===== config.mk =====
export PLATFORM = sky130hd
export DESIGN_NAME = breakpoint_line_table_fill_unit
export DESIGN_NICKNAME = d
export VERILOG_FILES = /design/src/blft_pkg.sv /design/src/blft_div.sv /design/src/breakpoint_line_table_fill_unit.sv
export VERILOG_INCLUDE_DIRS = /design/src /design/src/src
export SDC_FILE = /design/constraint.sdc
export NUM_CORES = 1
export LEC_CHECK = 0
export BUFFER_PORTS_ARGS = -buffer_cell sky130_fd_sc_hd__buf_2
export CAP_MARGIN = 5
export CORE_ASPECT_RATIO = 1.25
export CORE_MARGIN = 4
export CORE_UTILIZATION = 60
export CTS_BUF_LIST = sky130_fd_sc_hd__clkbuf_8
export CTS_CLUSTER_SIZE = 24
export DETAILED_ROUTE_END_ITERATION = 6
export HOLD_SLACK_MARGIN = 0.02
export MAX_ROUTING_LAYER = met4
export PLACE_DENSITY = 0.8
export SETUP_SLACK_MARGIN = 0.4
export SYNTH_ARGS = -nofsm -noshare
export SYNTH_HDL_FRONTEND = slang
export SYNTH_SLANG_ARGS = --single-unit

===== constraint.sdc =====
create_clock -name clk -period 12.3 [get_ports clk]
set_clock_uncertainty 0.15 [all_clocks]
set_input_delay 0.615 -clock clk [delete_from_list [all_inputs] [get_ports clk]]
set_output_delay 0.615 -clock clk [all_outputs]
set_load 0.02 [all_outputs]

===== src/breakpoint_line_table_fill_unit_defines.svh =====
// ----------------------------------------------------------------------------
// Breakpoint line table fill unit: assertion macros
// Concurrent checks on the rising clock edge; empty bodies for synthesis.
// ----------------------------------------------------------------------------
`ifndef BREAKPOINT_LINE_TABLE_FILL_UNIT_DEFINES_SVH
`define BREAKPOINT_LINE_TABLE_FILL_UNIT_DEFINES_SVH

`ifndef SYNTHESIS
// check a property outside reset
`define BLFT_ASSERT(label, prop, msg) \
  label: assert property (@(posedge clk) disable iff (rst) prop) else $error(msg);
// check a property on every edge, reset included
`define BLFT_ASSERT_ALWAYS(label, prop, msg) \
  label: assert property (@(posedge clk) prop) else $error(msg);
`else
`define BLFT_ASSERT(label, prop, msg)
`define BLFT_ASSERT_ALWAYS(label, prop, msg)
`endif

`endif


===== src/blft_pkg.sv =====
// ----------------------------------------------------------------------------
// Breakpoint line table fill unit: shared package
// Widths, codes and small types shared by the table fill unit and its divider.
// ----------------------------------------------------------------------------
package blft_pkg;

  localparam int LEVEL_WIDTH         = 24;
  localparam int EXTRA_FRACTION_BITS = 16;
  localparam int POS_WIDTH           = 16;
  localparam int ACC_WIDTH           = LEVEL_WIDTH + EXTRA_FRACTION_BITS;
  // step needs one more bit than the accumulator: a two-entry segment
  // carries the full difference range
  localparam int STEP_WIDTH          = ACC_WIDTH + 1;
  localparam int DIFF_WIDTH          = LEVEL_WIDTH + 1;
  localparam int DIV_WIDTH           = STEP_WIDTH;
  localparam int DIV_CNT_WIDTH       = $clog2(DIV_WIDTH + 1);

  localparam int APB_ADDR_WIDTH      = 3;
  localparam int APB_DATA_WIDTH      = 32;

  localparam logic [POS_WIDTH-1:0] TABLE_SIZE_RESET = 16'd4096;

  // register index (word address)
  localparam logic REG_TABLE_SIZE = 1'b0;

  // item kinds
  localparam logic KIND_BREAKPOINT = 1'b0;
  localparam logic KIND_TICK       = 1'b1;

  // result status codes
  localparam logic [1:0] STATUS_OK      = 2'd0;
  localparam logic [1:0] STATUS_STOPPED = 2'd1;
  localparam logic [1:0] STATUS_EMPTY   = 2'd2;
  localparam logic [1:0] STATUS_PENDING = 2'd3;

  typedef struct packed {
    logic busy;
    logic done;
  } div_stat_t;

endpackage


===== src/blft_div.sv =====
// ----------------------------------------------------------------------------
// Breakpoint line table fill unit: serial divider
// Unsigned restoring divider, one quotient bit per cycle.
// ----------------------------------------------------------------------------
`include "breakpoint_line_table_fill_unit_defines.svh"

module blft_div (
  input  logic                               clk,
  input  logic                               rst,
  input  logic                               start,
  input  logic [blft_pkg::DIV_WIDTH-1:0]     dividend,
  input  logic [blft_pkg::POS_WIDTH-1:0]     divisor,
  output logic [blft_pkg::DIV_WIDTH-1:0]     quotient,
  output blft_pkg::div_stat_t                stat
);

  logic                                  busy;
  logic                                  done;
  logic [blft_pkg::DIV_CNT_WIDTH-1:0]    cnt;
  logic [blft_pkg::DIV_WIDTH-1:0]        shreg;
  logic [blft_pkg::POS_WIDTH-1:0]        rem;
  logic [blft_pkg::POS_WIDTH-1:0]        dvsr;
  logic [blft_pkg::POS_WIDTH+1:0]        trial;

  // shift next dividend bit into the remainder, try to subtract
  assign trial = {1'b0, rem, shreg[blft_pkg::DIV_WIDTH-1]} - {2'b00, dvsr};

  always_ff @(posedge clk) begin
    if (rst) begin
      busy <= 1'b0;
      done <= 1'b0;
      cnt  <= '0;
    end else begin
      done <= 1'b0;
      if (start) begin
        busy <= 1'b1;
        cnt  <= blft_pkg::DIV_CNT_WIDTH'(blft_pkg::DIV_WIDTH);
      end else if (busy) begin
        cnt <= cnt - 1'b1;
        if (cnt == blft_pkg::DIV_CNT_WIDTH'(1)) begin
          busy <= 1'b0;
          done <= 1'b1;
        end
      end
    end
  end

  always_ff @(posedge clk) begin
    if (start) begin
      shreg <= dividend;
      rem   <= '0;
      dvsr  <= divisor;
    end else if (busy) begin
      if (!trial[blft_pkg::POS_WIDTH+1]) begin
        rem   <= trial[blft_pkg::POS_WIDTH-1:0];
        shreg <= {shreg[blft_pkg::DIV_WIDTH-2:0], 1'b1};
      end else begin
        rem   <= {rem[blft_pkg::POS_WIDTH-2:0], shreg[blft_pkg::DIV_WIDTH-1]};
        shreg <= {shreg[blft_pkg::DIV_WIDTH-2:0], 1'b0};
      end
    end
  end

  assign quotient  = shreg;
  assign stat.busy = busy;
  assign stat.done = done;

  `BLFT_ASSERT(a_div_start_idle, start |-> !busy, "divider started while busy")
  `BLFT_ASSERT_ALWAYS(a_div_done_not_busy, done |-> !busy, "divider done while busy")
  `BLFT_ASSERT(a_div_busy_from_start, $rose(busy) |-> $past(start), "divider busy without start")

endmodule


===== src/breakpoint_line_table_fill_unit.sv =====
// ----------------------------------------------------------------------------
// Breakpoint line table fill unit
// Builds a piecewise-linear table from a stream of (x, y) breakpoints and
// hands out one table entry per tick word.
// ----------------------------------------------------------------------------
//
//  channel | signals                                  | direction
//  --------+------------------------------------------+----------
//  in      | in_valid/in_ready, kind, x_pos, y_value,  | into block
//          | last_point                               |
//  out     | out_valid/out_ready, table_value,        | out of block
//          | table_index, status                      |
//  apb     | psel, penable, pwrite, paddr, pwdata,    | config
//          | prdata, pready                           |
//
//  Ticks stream at one per cycle while out drains and the divider is idle.
//  A breakpoint that opens a segment spanning more than one position (even one
//  cut short by table_size) runs the serial divider for the step: input
//  stalls after it until the divider is done.
//  Every other breakpoint leaves the divider idle, like a tick.
//  The result register holds a word until taken; input stalls only when the
//  result register is full and not draining, or the divider runs.
//  Synchronous reset clears all control state; table_size returns to 4096.
// ----------------------------------------------------------------------------
`include "breakpoint_line_table_fill_unit_defines.svh"

module breakpoint_line_table_fill_unit (
  input  logic                                     clk,
  input  logic                                     rst,
  // input channel
  input  logic                                     in_valid,
  output logic                                     in_ready,
  input  logic                                     kind,
  input  logic [blft_pkg::POS_WIDTH-1:0]           x_pos,
  input  logic signed [blft_pkg::LEVEL_WIDTH-1:0]  y_value,
  input  logic                                     last_point,
  // output channel
  output logic                                     out_valid,
  input  logic                                     out_ready,
  output logic signed [blft_pkg::LEVEL_WIDTH-1:0]  table_value,
  output logic [blft_pkg::POS_WIDTH-1:0]           table_index,
  output logic [1:0]                               status,
  // configuration port
  input  logic                                     psel,
  input  logic                                     penable,
  input  logic                                     pwrite,
  input  logic [blft_pkg::APB_ADDR_WIDTH-1:0]      paddr,
  input  logic [blft_pkg::APB_DATA_WIDTH-1:0]      pwdata,
  output logic [blft_pkg::APB_DATA_WIDTH-1:0]      prdata,
  output logic                                     pready
);

  // sequencer states
  localparam logic ST_IDLE = 1'b0;
  localparam logic ST_DIV  = 1'b1;

  logic state;

  // configuration
  logic [blft_pkg::POS_WIDTH-1:0] table_size;

  // generator state
  logic [blft_pkg::POS_WIDTH-1:0]    prev_position;
  logic [blft_pkg::LEVEL_WIDTH-1:0]  prev_level;
  logic [blft_pkg::ACC_WIDTH-1:0]    level_accumulator;
  logic [blft_pkg::STEP_WIDTH-1:0]   level_step;
  logic [blft_pkg::POS_WIDTH-1:0]    entries_left;
  logic [blft_pkg::POS_WIDTH-1:0]    write_position;
  logic                              have_first_point;
  logic                              stopped_flag;
  logic                              constant_fill_mode;
  logic                              step_negative;

  // datapath
  logic                              in_fire;
  logic                              has_room;
  logic                              emit_const;
  logic                              emit_segment;
  logic [blft_pkg::POS_WIDTH-1:0]    seglen;
  logic [blft_pkg::POS_WIDTH-1:0]    room;
  logic [blft_pkg::POS_WIDTH-1:0]    seg_entries;
  logic [blft_pkg::DIFF_WIDTH-1:0]   diff;
  logic [blft_pkg::DIFF_WIDTH-1:0]   diff_mag;
  logic [blft_pkg::STEP_WIDTH-1:0]   acc_sum;
  logic                              div_start;
  logic [blft_pkg::DIV_WIDTH-1:0]    div_dividend;
  logic [blft_pkg::DIV_WIDTH-1:0]    div_quotient;
  blft_pkg::div_stat_t               div_stat;

  logic [blft_pkg::LEVEL_WIDTH-1:0]  res_value;
  logic [1:0]                        res_status;
  logic                              bp_opens;

  // --------------------------------------------------------------------------
  // configuration port: single register, zero wait states
  // --------------------------------------------------------------------------
  assign pready = 1'b1;

  always_ff @(posedge clk) begin
    if (rst) begin
      table_size <= blft_pkg::TABLE_SIZE_RESET;
    end else if (psel && penable && pwrite && pready &&
                 paddr[2] == blft_pkg::REG_TABLE_SIZE) begin
      table_size <= pwdata[blft_pkg::POS_WIDTH-1:0];
    end
  end

  always_comb begin
    prdata = '0;
    if (paddr[2] == blft_pkg::REG_TABLE_SIZE) begin
      prdata = blft_pkg::APB_DATA_WIDTH'(table_size);
    end
  end

  // --------------------------------------------------------------------------
  // accept: take a word when the sequencer is idle and the result register
  // is free or draining this cycle
  // --------------------------------------------------------------------------
  assign in_ready = (state == ST_IDLE) && (!out_valid || out_ready);
  assign in_fire  = in_valid && in_ready;

  // tick decode
  assign has_room     = write_position < table_size;
  assign emit_const   = has_room && constant_fill_mode;
  assign emit_segment = has_room && !constant_fill_mode && (entries_left != '0);

  // segment setup for a breakpoint that closes a segment
  assign seglen      = x_pos - prev_position;
  assign room        = has_room ? (table_size - write_position) : '0;
  assign seg_entries = (seglen < room) ? seglen : room;

  // level difference is one bit wider than a level; divide its magnitude
  assign diff     = {y_value[blft_pkg::LEVEL_WIDTH-1], y_value} -
                    {prev_level[blft_pkg::LEVEL_WIDTH-1], prev_level};
  assign diff_mag = diff[blft_pkg::DIFF_WIDTH-1] ? (~diff + 1'b1) : diff;
  assign div_dividend = blft_pkg::DIV_WIDTH'(diff_mag) << blft_pkg::EXTRA_FRACTION_BITS;

  // a breakpoint that passes every guard and opens a segment
  assign bp_opens = (kind == blft_pkg::KIND_BREAKPOINT) && !stopped_flag &&
                    !constant_fill_mode && (entries_left == '0) && have_first_point &&
                    !(x_pos < prev_position);

  // start the divider only when the step is not trivially zero
  assign div_start = in_fire && bp_opens && (seglen > blft_pkg::POS_WIDTH'(1));

  // accumulator advance: sign-extend, add step, drop the guard bit
  assign acc_sum = {level_accumulator[blft_pkg::ACC_WIDTH-1], level_accumulator} + level_step;

  // result of the word at the input
  always_comb begin
    res_value  = '0;
    res_status = blft_pkg::STATUS_OK;
    if (kind == blft_pkg::KIND_TICK) begin
      if (emit_const) begin
        res_value = prev_level;
      end else if (emit_segment) begin
        // floor of the accumulator: keep the upper bits
        res_value = level_accumulator[blft_pkg::ACC_WIDTH-1 -: blft_pkg::LEVEL_WIDTH];
      end else begin
        res_status = stopped_flag ? blft_pkg::STATUS_STOPPED : blft_pkg::STATUS_EMPTY;
      end
    end else begin
      if (stopped_flag) begin
        res_status = blft_pkg::STATUS_STOPPED;
      end else if (constant_fill_mode || entries_left != '0) begin
        res_status = blft_pkg::STATUS_PENDING;
      end else if (have_first_point && x_pos < prev_position) begin
        res_status = blft_pkg::STATUS_STOPPED;
      end
    end
  end

  // --------------------------------------------------------------------------
  // sequencer and generator state
  // --------------------------------------------------------------------------
  always_ff @(posedge clk) begin
    if (rst) begin
      state              <= ST_IDLE;
      prev_position      <= '0;
      prev_level         <= '0;
      level_accumulator  <= '0;
      level_step         <= '0;
      entries_left       <= '0;
      write_position     <= '0;
      have_first_point   <= 1'b0;
      stopped_flag       <= 1'b0;
      constant_fill_mode <= 1'b0;
      step_negative      <= 1'b0;
    end else begin
      case (state)
        ST_IDLE: begin
          if (in_fire) begin
            if (kind == blft_pkg::KIND_TICK) begin
              if (emit_const) begin
                write_position <= write_position + 1'b1;
              end else if (emit_segment) begin
                write_position <= write_position + 1'b1;
                entries_left   <= entries_left - 1'b1;
                // advance only while entries remain after this one
                if (entries_left != blft_pkg::POS_WIDTH'(1)) begin
                  level_accumulator <= acc_sum[blft_pkg::ACC_WIDTH-1:0];
                end
              end
            end else if (!stopped_flag && !constant_fill_mode && entries_left == '0) begin
              if (!have_first_point) begin
                have_first_point   <= 1'b1;
                prev_position      <= x_pos;
                prev_level         <= y_value;
                constant_fill_mode <= last_point;
              end else if (x_pos < prev_position) begin
                stopped_flag <= 1'b1;
              end else begin
                // open the segment from the old start point
                level_accumulator <= blft_pkg::ACC_WIDTH'(prev_level) <<
                                     blft_pkg::EXTRA_FRACTION_BITS;
                entries_left      <= seg_entries;
                prev_position     <= x_pos;
                prev_level        <= y_value;
                level_step        <= '0;
                step_negative     <= diff[blft_pkg::DIFF_WIDTH-1];
                if (div_start) begin
                  state <= ST_DIV;
                end
              end
            end
          end
        end
        ST_DIV: begin
          // hold input until the quotient lands, then apply the sign
          if (div_stat.done) begin
            level_step <= step_negative ? (~div_quotient + 1'b1) : div_quotient;
            state      <= ST_IDLE;
          end
        end
        default: begin
          state <= ST_IDLE;
        end
      endcase
    end
  end

  // --------------------------------------------------------------------------
  // result register: load on accept, drop when taken
  // --------------------------------------------------------------------------
  always_ff @(posedge clk) begin
    if (rst) begin
      out_valid <= 1'b0;
    end else if (in_fire) begin
      out_valid <= 1'b1;
    end else if (out_ready) begin
      out_valid <= 1'b0;
    end
  end

  always_ff @(posedge clk) begin
    if (in_fire) begin
      table_value <= res_value;
      table_index <= write_position;
      status      <= res_status;
    end
  end

  // serial divider for the segment step
  blft_div u_div (
    .clk      (clk),
    .rst      (rst),
    .start    (div_start),
    .dividend (div_dividend),
    .divisor  (seglen - 1'b1),
    .quotient (div_quotient),
    .stat     (div_stat)
  );

  `BLFT_ASSERT(a_no_accept_while_dividing, div_stat.busy |-> !in_ready, "input accepted during divide")
  `BLFT_ASSERT(a_done_in_div_state, div_stat.done |-> state == ST_DIV, "divider done outside divide state")
  `BLFT_ASSERT(a_fill_no_segment, !constant_fill_mode || entries_left == '0, "fill with segment")
  `BLFT_ASSERT(a_segment_tick_counts_down, (in_fire && kind == blft_pkg::KIND_TICK && emit_segment) |=> entries_left == $past(entries_left) - 16'd1, "segment tick did not consume an entry")

endmodule


# Yosys cells after proc, flatten, opt, wreduce, memory -nomap -nowiden
# Index checks and enable logic that the tools add are counted.
# word_totals
reg_bits	297
inputBits	84
word_cells	162
# op_classes
n_addsub	11
n_lt_le_gt_ge	4
n_eq_ne	13
muxes	60
bitwise_logic	8
n_reduce_logical	42
# ops
cell	n
$mux 40	14
$mux 16	14
$mux 24	4
$mux 41	2
$pmux 40 s2	1
$lt 16x16->1	3
$add 40x1->40 const B	1
$add 40x40->40	1
$not 40->40	1
$sub 16x1->16 const B	2
$sub 16x16->16	2
$add 25x1->25 const B	1
$mux 25	1
$not 25->25	1
$sub 24x24->25	1
$logic_and 1x1->1	18
$reduce_and 6->1	3
$sub 17x16->18	1
$add 16x1->16 const B	1
$gt 16x1->1 const B	1
$logic_not 16->1	1
$ne 16x1->1 const B	1
$reduce_bool 16->1	1
$mux 1	15
other kinds (17)	47

# Depth between registers and ports, before layout
# Gate-level depths: netlist (run 1).
# logic_depth
depth_word	15
mapped_depth	26

# Cells and area by module
# Synthesis (run 1) repeated with hierarchy kept, for this count alone.
# hier_totals
hier_cells	2407
area_unflattened_um2	20126.8
# modules_own_cells
module	n_inst	cells_per_inst	area_each_um2	seq_area_each_um2
breakpoint_line_table_fill_unit	1	2038	15859.0	4744.6
blft_div	1	369	4267.8	2192.1

# Worst setup path after synthesis (run 1)
# OpenSTA, ideal clock, no wires.
# synth_timing
path_kind	input-to-reg
from	input x_pos[4] (netlist bit)
to	register entries_left[12] (netlist bit)
setup_ns	0.130
arrival_ns	4.482
required_ns	12.020
path_slack_ns	7.537
stages	19
n_path_buf	2
cell_sequence	ha_1 -> a21oi_1 -> nor3b_1 -> a211oi_1 -> or3_1 -> a31o_2 -> a21oi_1 -> xor2_1 -> inv_1 -> ha_1 -> nand4_1 -> or3_1 -> a211oi_1 -> a221o_1 -> or2_1 -> buf_6 -> buf_6 -> mux2i_1 -> o22ai_1
# synth_via
elab_chain_cells	7
elab_cells_between_ends	10
classes_between	add/sub (1); order compare (2); eq/ne (1); mux (5); reduce/logical (1)
# synth_lines
item	line	source
start: declaration	breakpoint_line_table_fill_unit.sv:34	input logic [blft_pkg::POS_WIDTH-1:0] x_pos,
$sub 16x16->16	breakpoint_line_table_fill_unit.sv:128	assign seglen = x_pos - prev_position;
$lt 16x16->1	breakpoint_line_table_fill_unit.sv:130	assign seg_entries = (seglen < room) ? seglen : room;
$mux 16	breakpoint_line_table_fill_unit.sv:130	
$mux 16	breakpoint_line_table_fill_unit.sv:210	end else if (x_pos < prev_position) begin
$mux 16	breakpoint_line_table_fill_unit.sv:205	if (!have_first_point) begin
$mux 16	breakpoint_line_table_fill_unit.sv:204	end else if (!stopped_flag && !constant_fill_mode && entries_left == '0) begin
$mux 16	breakpoint_line_table_fill_unit.sv:193	if (kind == blft_pkg::KIND_TICK) begin
end signal: assignment	breakpoint_line_table_fill_unit.sv:198	entries_left <= entries_left - 1'b1;
end signal: assignment	breakpoint_line_table_fill_unit.sv:216	entries_left <= seg_entries;
end: declaration	breakpoint_line_table_fill_unit.sv:67	logic [blft_pkg::POS_WIDTH-1:0] entries_left;
# Several ways; a longest one is shown, not always the timed one. The select of a mux whose other input is x is not followed.
# A chain may end at the register's enable or synchronous reset.

# Final worst setup path (run 1)
# layout_timing
from	register write_position[7] (netlist bit)
to	register entries_left[2] (netlist bit)
# layout_via
elab_chain_cells	8
elab_cells_between_ends	15
classes_between	add/sub (1); order compare (2); eq/ne (2); mux (6); reduce/logical (4)
# layout_lines
item	line	source
start: declaration	breakpoint_line_table_fill_unit.sv:68	logic [blft_pkg::POS_WIDTH-1:0] write_position;
start signal: assignment	breakpoint_line_table_fill_unit.sv:195	write_position <= write_position + 1'b1;
start signal: assignment	breakpoint_line_table_fill_unit.sv:197	write_position <= write_position + 1'b1;
$sub 16x16->16 / $lt 16x16->1 (equally long branches)	breakpoint_line_table_fill_unit.sv:129, breakpoint_line_table_fill_unit.sv:123	
$mux 16	breakpoint_line_table_fill_unit.sv:129	assign room = has_room ? (table_size - write_position) : '0;
$lt 16x16->1	breakpoint_line_table_fill_unit.sv:130	
$mux 16	breakpoint_line_table_fill_unit.sv:130	
$mux 16	breakpoint_line_table_fill_unit.sv:210	
$mux 16	breakpoint_line_table_fill_unit.sv:205	
$mux 16	breakpoint_line_table_fill_unit.sv:204	
$mux 16	breakpoint_line_table_fill_unit.sv:193	
# Several ways; a longest one is shown, not always the timed one. The select of a mux whose other input is x is not followed.

==> results.toml, run 1 <==
[die]
die_area_sq_mm = 0.0360
core-area_sq_mm = 0.0327
initial_core_util = 0.607
chipHeight_um = 211
num_io_pins = 161
chipWidth_um = 171
rows = 74

[placed_design]
io_buffer_count = 125
global_placer_s_final_weighted_congestion = 0.933
dp_hpwl_um = 36400

[critical_path]
critical_path.max_fanout = 16
type_of_the_worst_setup_path = "register to register"
cp-start-kind = "register"
reg2regPathDepth = 16
critPathRequiredTime_ns = 12.64
worstSetupEndpointType = "register"
timing.reg2reg.setup_slack_ns = 6.60
cp.arrival_ns = 6.05

[logic_synthesis]
yosysTopAreaCellShare = 0.216
synthMostInstantiatedCell = "sky130_fd_sc_hd__nand2_1"
synth-edff-count = 83
avgSynthCellArea_sq_um = 8.08
synth_mux_area_frac = 0.0246
synth_top_area_cell = "sky130_fd_sc_hd__dfxtp_1"
synthSimpleGateAreaFrac = 0.200
synthesis_warning_total = 0
synthArstFlopShare = 0
largest_family_of_logic_cells_by_synthesized_area = "compound AO/OA/AOI/OAI gates"
synth.cell_area_sq_mm = 0.0198
synth-seq-cells = 297
synthDistinctLibCells = 72
synth.top_cells.by_area = "sky130_fd_sc_hd__dfxtp_1, sky130_fd_sc_hd__edfxtp_1, sky130_fd_sc_hd__ha_1"
synthesis.instances = 2453
synthTopCellsByCount = "sky130_fd_sc_hd__nand2_1, sky130_fd_sc_hd__a21oi_1, sky130_fd_sc_hd__nor2_1"
area_fraction_in_compound_gates_after_synthesis = 0.207
synth-seq-area-share = 0.342
post_synth_xor_area_fraction = 0.0791
synthAdderAreaFrac = 0.0896
synth_top_flop_cell = "sky130_fd_sc_hd__dfxtp_1"

[global_route]
grt_start_max_net_pins = 119
leftover_overflow_at_the_end_of_global_routing = 0
grt_first_pass_wirelength_um = 83100
grt_antenna_before_repair = 0
grt_pass1_vias = 17500
grt_use_total = 0.284

[clock_network]
hold_buffers = 0
cts_inserted_buffers = 48
post-cts-setup-buffer-count = 0
post_cts_resize_count = 0
clk_pin_slew_ns = 0.07
cts_tree = "built"
cts-root-to-sink-buffers = 3
clk_root_buffer_cell = "sky130_fd_sc_hd__clkbuf_8"
h-tree-depth = 2
cts_sinks = 297
clk-insertion-delay-late_ns = 0.60

[route]
dr.first_iter.drc_count = 1379
first_pass_iters = 6
detail_route.drc_violations = 0
drt-wirelength-per-cell_um = 17.1
postRouteWirelength_um = 51000
ant_nets = 0
avgViaCountPerCell = 6.03
vias_post_dr = 18000

[sta]
hold_viol = 0
final_period_minus_worst_setup_slack_ns = 5.70
final.period_utilization = 0.463
number_of_pins_exceeding_their_max_slew_limit_in_the_final_report = 0
slew_headroom = 0.212
max_freq_mhz = 175
worst_pin_slew_ns = 1.18
setup_viol = 0
grt_setup_unrepaired = "false"
timing.setup.tns_ns = 0

[pwr]
ir_drop_v = 0.000218
p_per_area_mw_per_mm2 = 200
power_leakage_uw = 0.00865
finalPower_uw = 4350

[worst_hold_path]
whs_path_depth = 3
hold_path_class = "input port to register"

[outcome]
run_status = "complete, no violations"

[job]
cap_viol_max_count = 0

[finish]
antenna_cells_inserted = 0
nets = 2756
layout-drive-gt1-share = 0.104
syn_to_final_growth_pct = 9.56
-- sequential cells by signal, indices dropped and copies added (netlist names), 24 cells and up --
signal / flops
u_div.quotient: 41
level_step: 40
prev_level: 24
level_accumulator: 40
table_value: 24
-- logic make-up (layout without fill, tap and decap cells) --
kind of cell,count (synthesis),in the layout
AND/OR/NAND/NOR,851,851
AO/OA/AOI/OAI,660,660
flip-flops,297,297
buffers and inverters,277,379
XOR/XNOR,179,179
adder cells (fa/ha/maj),139,139
multiplexers,48,48
other,2,17
-- routing by layer --
metal	routed length [um]	up-vias	GRT usage
met5	0	-	-
met4	2510	0	0.145
met3	2840	161	0.0352
met2	25700	574	0.490
met1	19900	8421	0.322
li1	-	8867	-
-- worst max-delay path, stage by stage, from the launching register on --
cell,delay [ns]
sky130_fd_sc_hd__dfxtp_1,0.40
sky130_fd_sc_hd__inv_1,0.09
sky130_fd_sc_hd__ha_1,0.41
sky130_fd_sc_hd__nand4_1,0.16
sky130_fd_sc_hd__a21oi_1,0.15
sky130_fd_sc_hd__nor3_1,0.11
sky130_fd_sc_hd__o31a_1,0.47
sky130_fd_sc_hd__nor2_1,0.75
sky130_fd_sc_hd__nand2_1,0.28
sky130_fd_sc_hd__ha_1,0.39
sky130_fd_sc_hd__nand4_1,0.13
sky130_fd_sc_hd__or3_1,0.38
sky130_fd_sc_hd__a211oi_1,0.26
sky130_fd_sc_hd__a221o_1,0.34
sky130_fd_sc_hd__or2_1,0.58
sky130_fd_sc_hd__mux2_2,0.41
sky130_fd_sc_hd__o22ai_1,0.15
-- placed cells by master (no fill, tap or decap), types with 16 or more instances in the layout --
| master | n |
|---|---|
| sky130_fd_sc_hd__ha_1 | 134 |
| sky130_fd_sc_hd__nand2b_1 | 24 |
| sky130_fd_sc_hd__nand4_1 | 21 |
| sky130_fd_sc_hd__a22oi_1 | 38 |
| sky130_fd_sc_hd__nor4_1 | 22 |
| sky130_fd_sc_hd__conb_1 | 17 |
| sky130_fd_sc_hd__nor2b_1 | 30 |
| sky130_fd_sc_hd__a31oi_1 | 17 |
| sky130_fd_sc_hd__edfxtp_1 | 83 |
| sky130_fd_sc_hd__xor2_1 | 45 |
| sky130_fd_sc_hd__nor3_1 | 58 |
| sky130_fd_sc_hd__o31ai_1 | 23 |
| sky130_fd_sc_hd__o21ai_0 | 129 |
| sky130_fd_sc_hd__inv_1 | 149 |
| sky130_fd_sc_hd__nand2_1 | 272 |
| sky130_fd_sc_hd__a211oi_1 | 44 |
| sky130_fd_sc_hd__a21o_1 | 43 |
| sky130_fd_sc_hd__clkbuf_8 | 61 |
| sky130_fd_sc_hd__or3_1 | 23 |
| sky130_fd_sc_hd__and3_1 | 16 |
| sky130_fd_sc_hd__buf_4 | 27 |
| sky130_fd_sc_hd__a21oi_1 | 242 |
| sky130_fd_sc_hd__buf_2 | 124 |
| sky130_fd_sc_hd__xnor2_1 | 134 |
| sky130_fd_sc_hd__o21a_1 | 21 |
| sky130_fd_sc_hd__nand3_1 | 92 |
| sky130_fd_sc_hd__dfxtp_1 | 213 |
| sky130_fd_sc_hd__mux2i_1 | 42 |
| sky130_fd_sc_hd__nor2_1 | 224 |
-- path summary, 6_finish.rpt --
| check | start | endpoint |
|---|---|---|
| setup / recovery | write_position[7]$_SDFFE_PP0P_ | entries_left[2]$_SDFFE_PP0P_ |
| hold / removal | pwdata[12] | table_size[12]$_SDFFE_PP1P_ |
| setup reg to reg | write_position[7]$_SDFFE_PP0P_ | entries_left[2]$_SDFFE_PP0P_ |
| hold reg to reg | write_position[9]$_SDFFE_PP0P_ | table_index[9]$_DFFE_PP_ |
-- layout make-up --
class,instances,area (sq um)
Multi-Input combinational cell,1894,12000
Clock buffer,61,840
Timing Repair Buffer,152,835
Tap cell,418,523
Fill cell,2780,11000
Inverter,140,526
Clock inverter,26,224
Sequential cell,297,6780
-- per-stage QoR --
step                std cells   util  setup WS (ns)  cell area, sq um  hold slack [ns]
floorplan                2468      -           7.54             19900            0.258
global route             2988  0.665           6.23             21700            0.100
detailed placement       2901  0.632           6.54             20700            0.269
CTS                      2988  0.665           6.66             21700           0.0576
global placement         2901  0.632           6.60             20700            0.266
finish                   2988  0.665           6.60             21700            0.102
-- power by group --
group / total, uW / internal, uW / leakage, uW / switching [uW]
clock: 940 / 531 / 0.000584 / 409
sequential: 1340 / 1190 / 0.00254 / 151
combinational: 2070 / 800 / 0.00553 / 1270
total: 4350 / 2520 / 0.00865 / 1830
Note: power is estimated with default switching activity, not from simulation.
==> inputs of run 2 (changes only) <==
==> constraint.sdc (replaced) <==
create_clock -name clk -period 5.8 [get_ports clk]
set_clock_uncertainty 0.15 [all_clocks]
set_input_delay 0.29 -clock clk [delete_from_list [all_inputs] [get_ports clk]]
set_output_delay 0.29 -clock clk [all_outputs]
set_load 0.02 [all_outputs]
==> results.toml, run 2 (synthesis gave the netlist of run 1 again) <==
[outcome]
run_status = "complete, no violations"

[pwr]
pwr-share-comb = 0.492
total_switching_power_uw = 3930
p_per_area_mw_per_mm2 = 411
power.internal_uw = 5230
ir_drop_v = 0.000408
power.share.sequential = 0.310
clkPwrFrac = 0.198
power_leakage_uw = 0.00892
power.share.switching = 0.429

[die]
die_area_sq_mm = 0.0360
rows = 74
core-area_sq_mm = 0.0327
num_io_pins = 161
chipHeight_um = 211
chipWidth_um = 171
initial_core_util = 0.607

[job]
cap_viol_max_count = 0

[placed_design]
dp_hpwl_um = 37700
global_placer_s_final_weighted_congestion = 0.965
io_buffer_count = 125

[sta]
worst_pin_slew_ns = 1.18
grt_setup_unrepaired = "false"
setup_viol = 0
timing.setup.tns_ns = 0
hold_viol = 0
max_freq_mhz = 197
slew_headroom = 0.209
final_period_minus_worst_setup_slack_ns = 5.08
fin_hold_ws_ns = 0.0954
number_of_pins_exceeding_their_max_slew_limit_in_the_final_report = 0
final.period_utilization = 0.875

[clock_network]
clk_root_buffer_cell = "sky130_fd_sc_hd__clkbuf_8"
cts_tree = "built"
clk_pin_slew_ns = 0.06
h-tree-depth = 2
cts-root-to-sink-buffers = 3
cts_inserted_buffers = 48
clk-insertion-delay-late_ns = 0.61
cts_sinks = 297

[critical_path]
critPathRequiredTime_ns = 6.15
path_buf_inv = 3
critical_path.max_fanout = 16
cp-start-kind = "input port"
crit_top_cell = "sky130_fd_sc_hd__a21oi_1"
slowest_delay_ns = 0.52
type_of_the_worst_setup_path = "input port to register"
crit_path_cell_trace = "dlygate4sd3_1 -> buf_2 -> ha_1 -> a21oi_1 -> nor3b_1 -> a211oi_1 -> or3_1 -> a31o_2 -> a21oi_1 -> xor2_1 -> inv_1 -> ha_1 -> nand4_1 -> or3_1 -> a211oi_1 -> a221o_1 -> or2_4 -> mux2_2 -> a21oi_1"
timing.critical_path.max_delay_family = "compound AO/OA/AOI/OAI gates"
critical_path.slowest_cell = "sky130_fd_sc_hd__dlygate4sd3_1"
worstSetupEndpointType = "register"
cp.arrival_ns = 5.43

[route]
detail_route.drc_violations = 0
drt-wirelength-per-cell_um = 17.3
vias_post_dr = 18300
ant_nets = 0
postRouteWirelength_um = 53100
dr.first_iter.drc_count = 1330
first_pass_iters = 6
avgViaCountPerCell = 5.99

[finish]
syn_to_final_growth_pct = 12.3
largest_register_ff_count = 41
nets = 2823
layout-drive-gt1-share = 0.102
mostFrequentLayoutCells = "sky130_fd_sc_hd__nand2_1, sky130_fd_sc_hd__a21oi_1, sky130_fd_sc_hd__nor2_1"
most_common_cell_after_layout_fill_and_taps_aside = "sky130_fd_sc_hd__nand2_1"

[global_route]
grt_start_max_net_pins = 116
grt_use_total = 0.295
grt_pass1_vias = 18100
leftover_overflow_at_the_end_of_global_routing = 0
grt_first_pass_wirelength_um = 86000
grt_antenna_before_repair = 0

[worst_hold_path]
hold_path_class = "input port to register"
-- run 2: cell types whose count changed in the layout (fill, tap and decap cells not counted) --
cell                            change
sky130_fd_sc_hd__buf_4              +8
sky130_fd_sc_hd__bufinv_16          -2
sky130_fd_sc_hd__clkbuf_8           -6
sky130_fd_sc_hd__clkinv_1           +4
sky130_fd_sc_hd__diode_2            +1
sky130_fd_sc_hd__dlygate4sd3_1     +59
sky130_fd_sc_hd__inv_1              +8
sky130_fd_sc_hd__inv_6              -1
sky130_fd_sc_hd__nor2_1             -1
sky130_fd_sc_hd__nor2_2             +1
sky130_fd_sc_hd__or2_1              -1
sky130_fd_sc_hd__or2_4              +1
-- run 2: worst paths after layout --
| check | end | cells past startpoint | startpoint | slack [ns] |
|---|---|---|---|---|
| max | entries_left[10]$_SDFFE_PP0P_ | 19 | x_pos[4] | 0.72 |
| max reg2reg | entries_left[10]$_SDFFE_PP0P_ | 18 | prev_position[4]$_SDFFE_PP0P_ | 0.76 |
| min reg2reg | table_index[9]$_DFFE_PP_ | 0 | write_position[9]$_SDFFE_PP0P_ | 0.28 |
| min | level_accumulator[3]$_SDFFE_PP0P_ | 2 | rst | 0.1 |
-- run 2: metal layers --
layer / global-route usage / part of all wire / routed length (um) / vias up
li1: - / - / - / 8991
met1: 0.324 / 0.39 / 20700 / 8583
met2: 0.529 / 0.51 / 27100 / 576
met3: 0.0382 / 0.051 / 2700 / 186
met4: 0.136 / 0.048 / 2550 / 0
met5: - / 0 / 0 / -
-- run 2: what timing repair did --
item | CTS | global route
endpoints found under the hold margin | 58 | 0
hold buffers | 59 | 0
endpoints found under the setup margin | 0 | 16
resized for setup | 0 | 3
buffers inserted | 0 | 0
-- run 2: area by class of cell --
type | count | area, sq um
Antenna cell | 1 | 2.50
Sequential cell | 297 | 6780
Clock inverter | 35 | 200
Clock buffer | 55 | 757
Inverter | 140 | 526
Timing Repair Buffer | 219 | 1490
Tap cell | 418 | 523
Multi-Input combinational cell | 1894 | 12000
Fill cell | 2647 | 10400
-- run 2: power by group through the flow --
stage / Sequential [uW] / Clock, uW / Combinational [uW]
after global routing: 2890 / 1940 / 4950
after floorplan: 2830 / 0 / 3290
after CTS: 2840 / 1840 / 4450
final: 2840 / 1810 / 4510
after detailed placement: 2880 / 0 / 4380
after global placement: 2860 / 0 / 4260
-- run 2: through the flow --
step / utilization / std cells / total power [uW] / instance area [sq um] / setup WS [ns]
2_1_floorplan: - / 2468 / 6120 / 19900 / 1.21
3_3_place_gp: 0.634 / 2909 / 7120 / 20700 / 0.543
3_5_place_dp: 0.634 / 2909 / 7250 / 20700 / 0.441
4_1_cts: 0.681 / 3058 / 9130 / 22300 / 0.488
5_1_grt: 0.681 / 3058 / 9770 / 22300 / 0.439
6_report: 0.681 / 3059 / 9160 / 22300 / 0.722
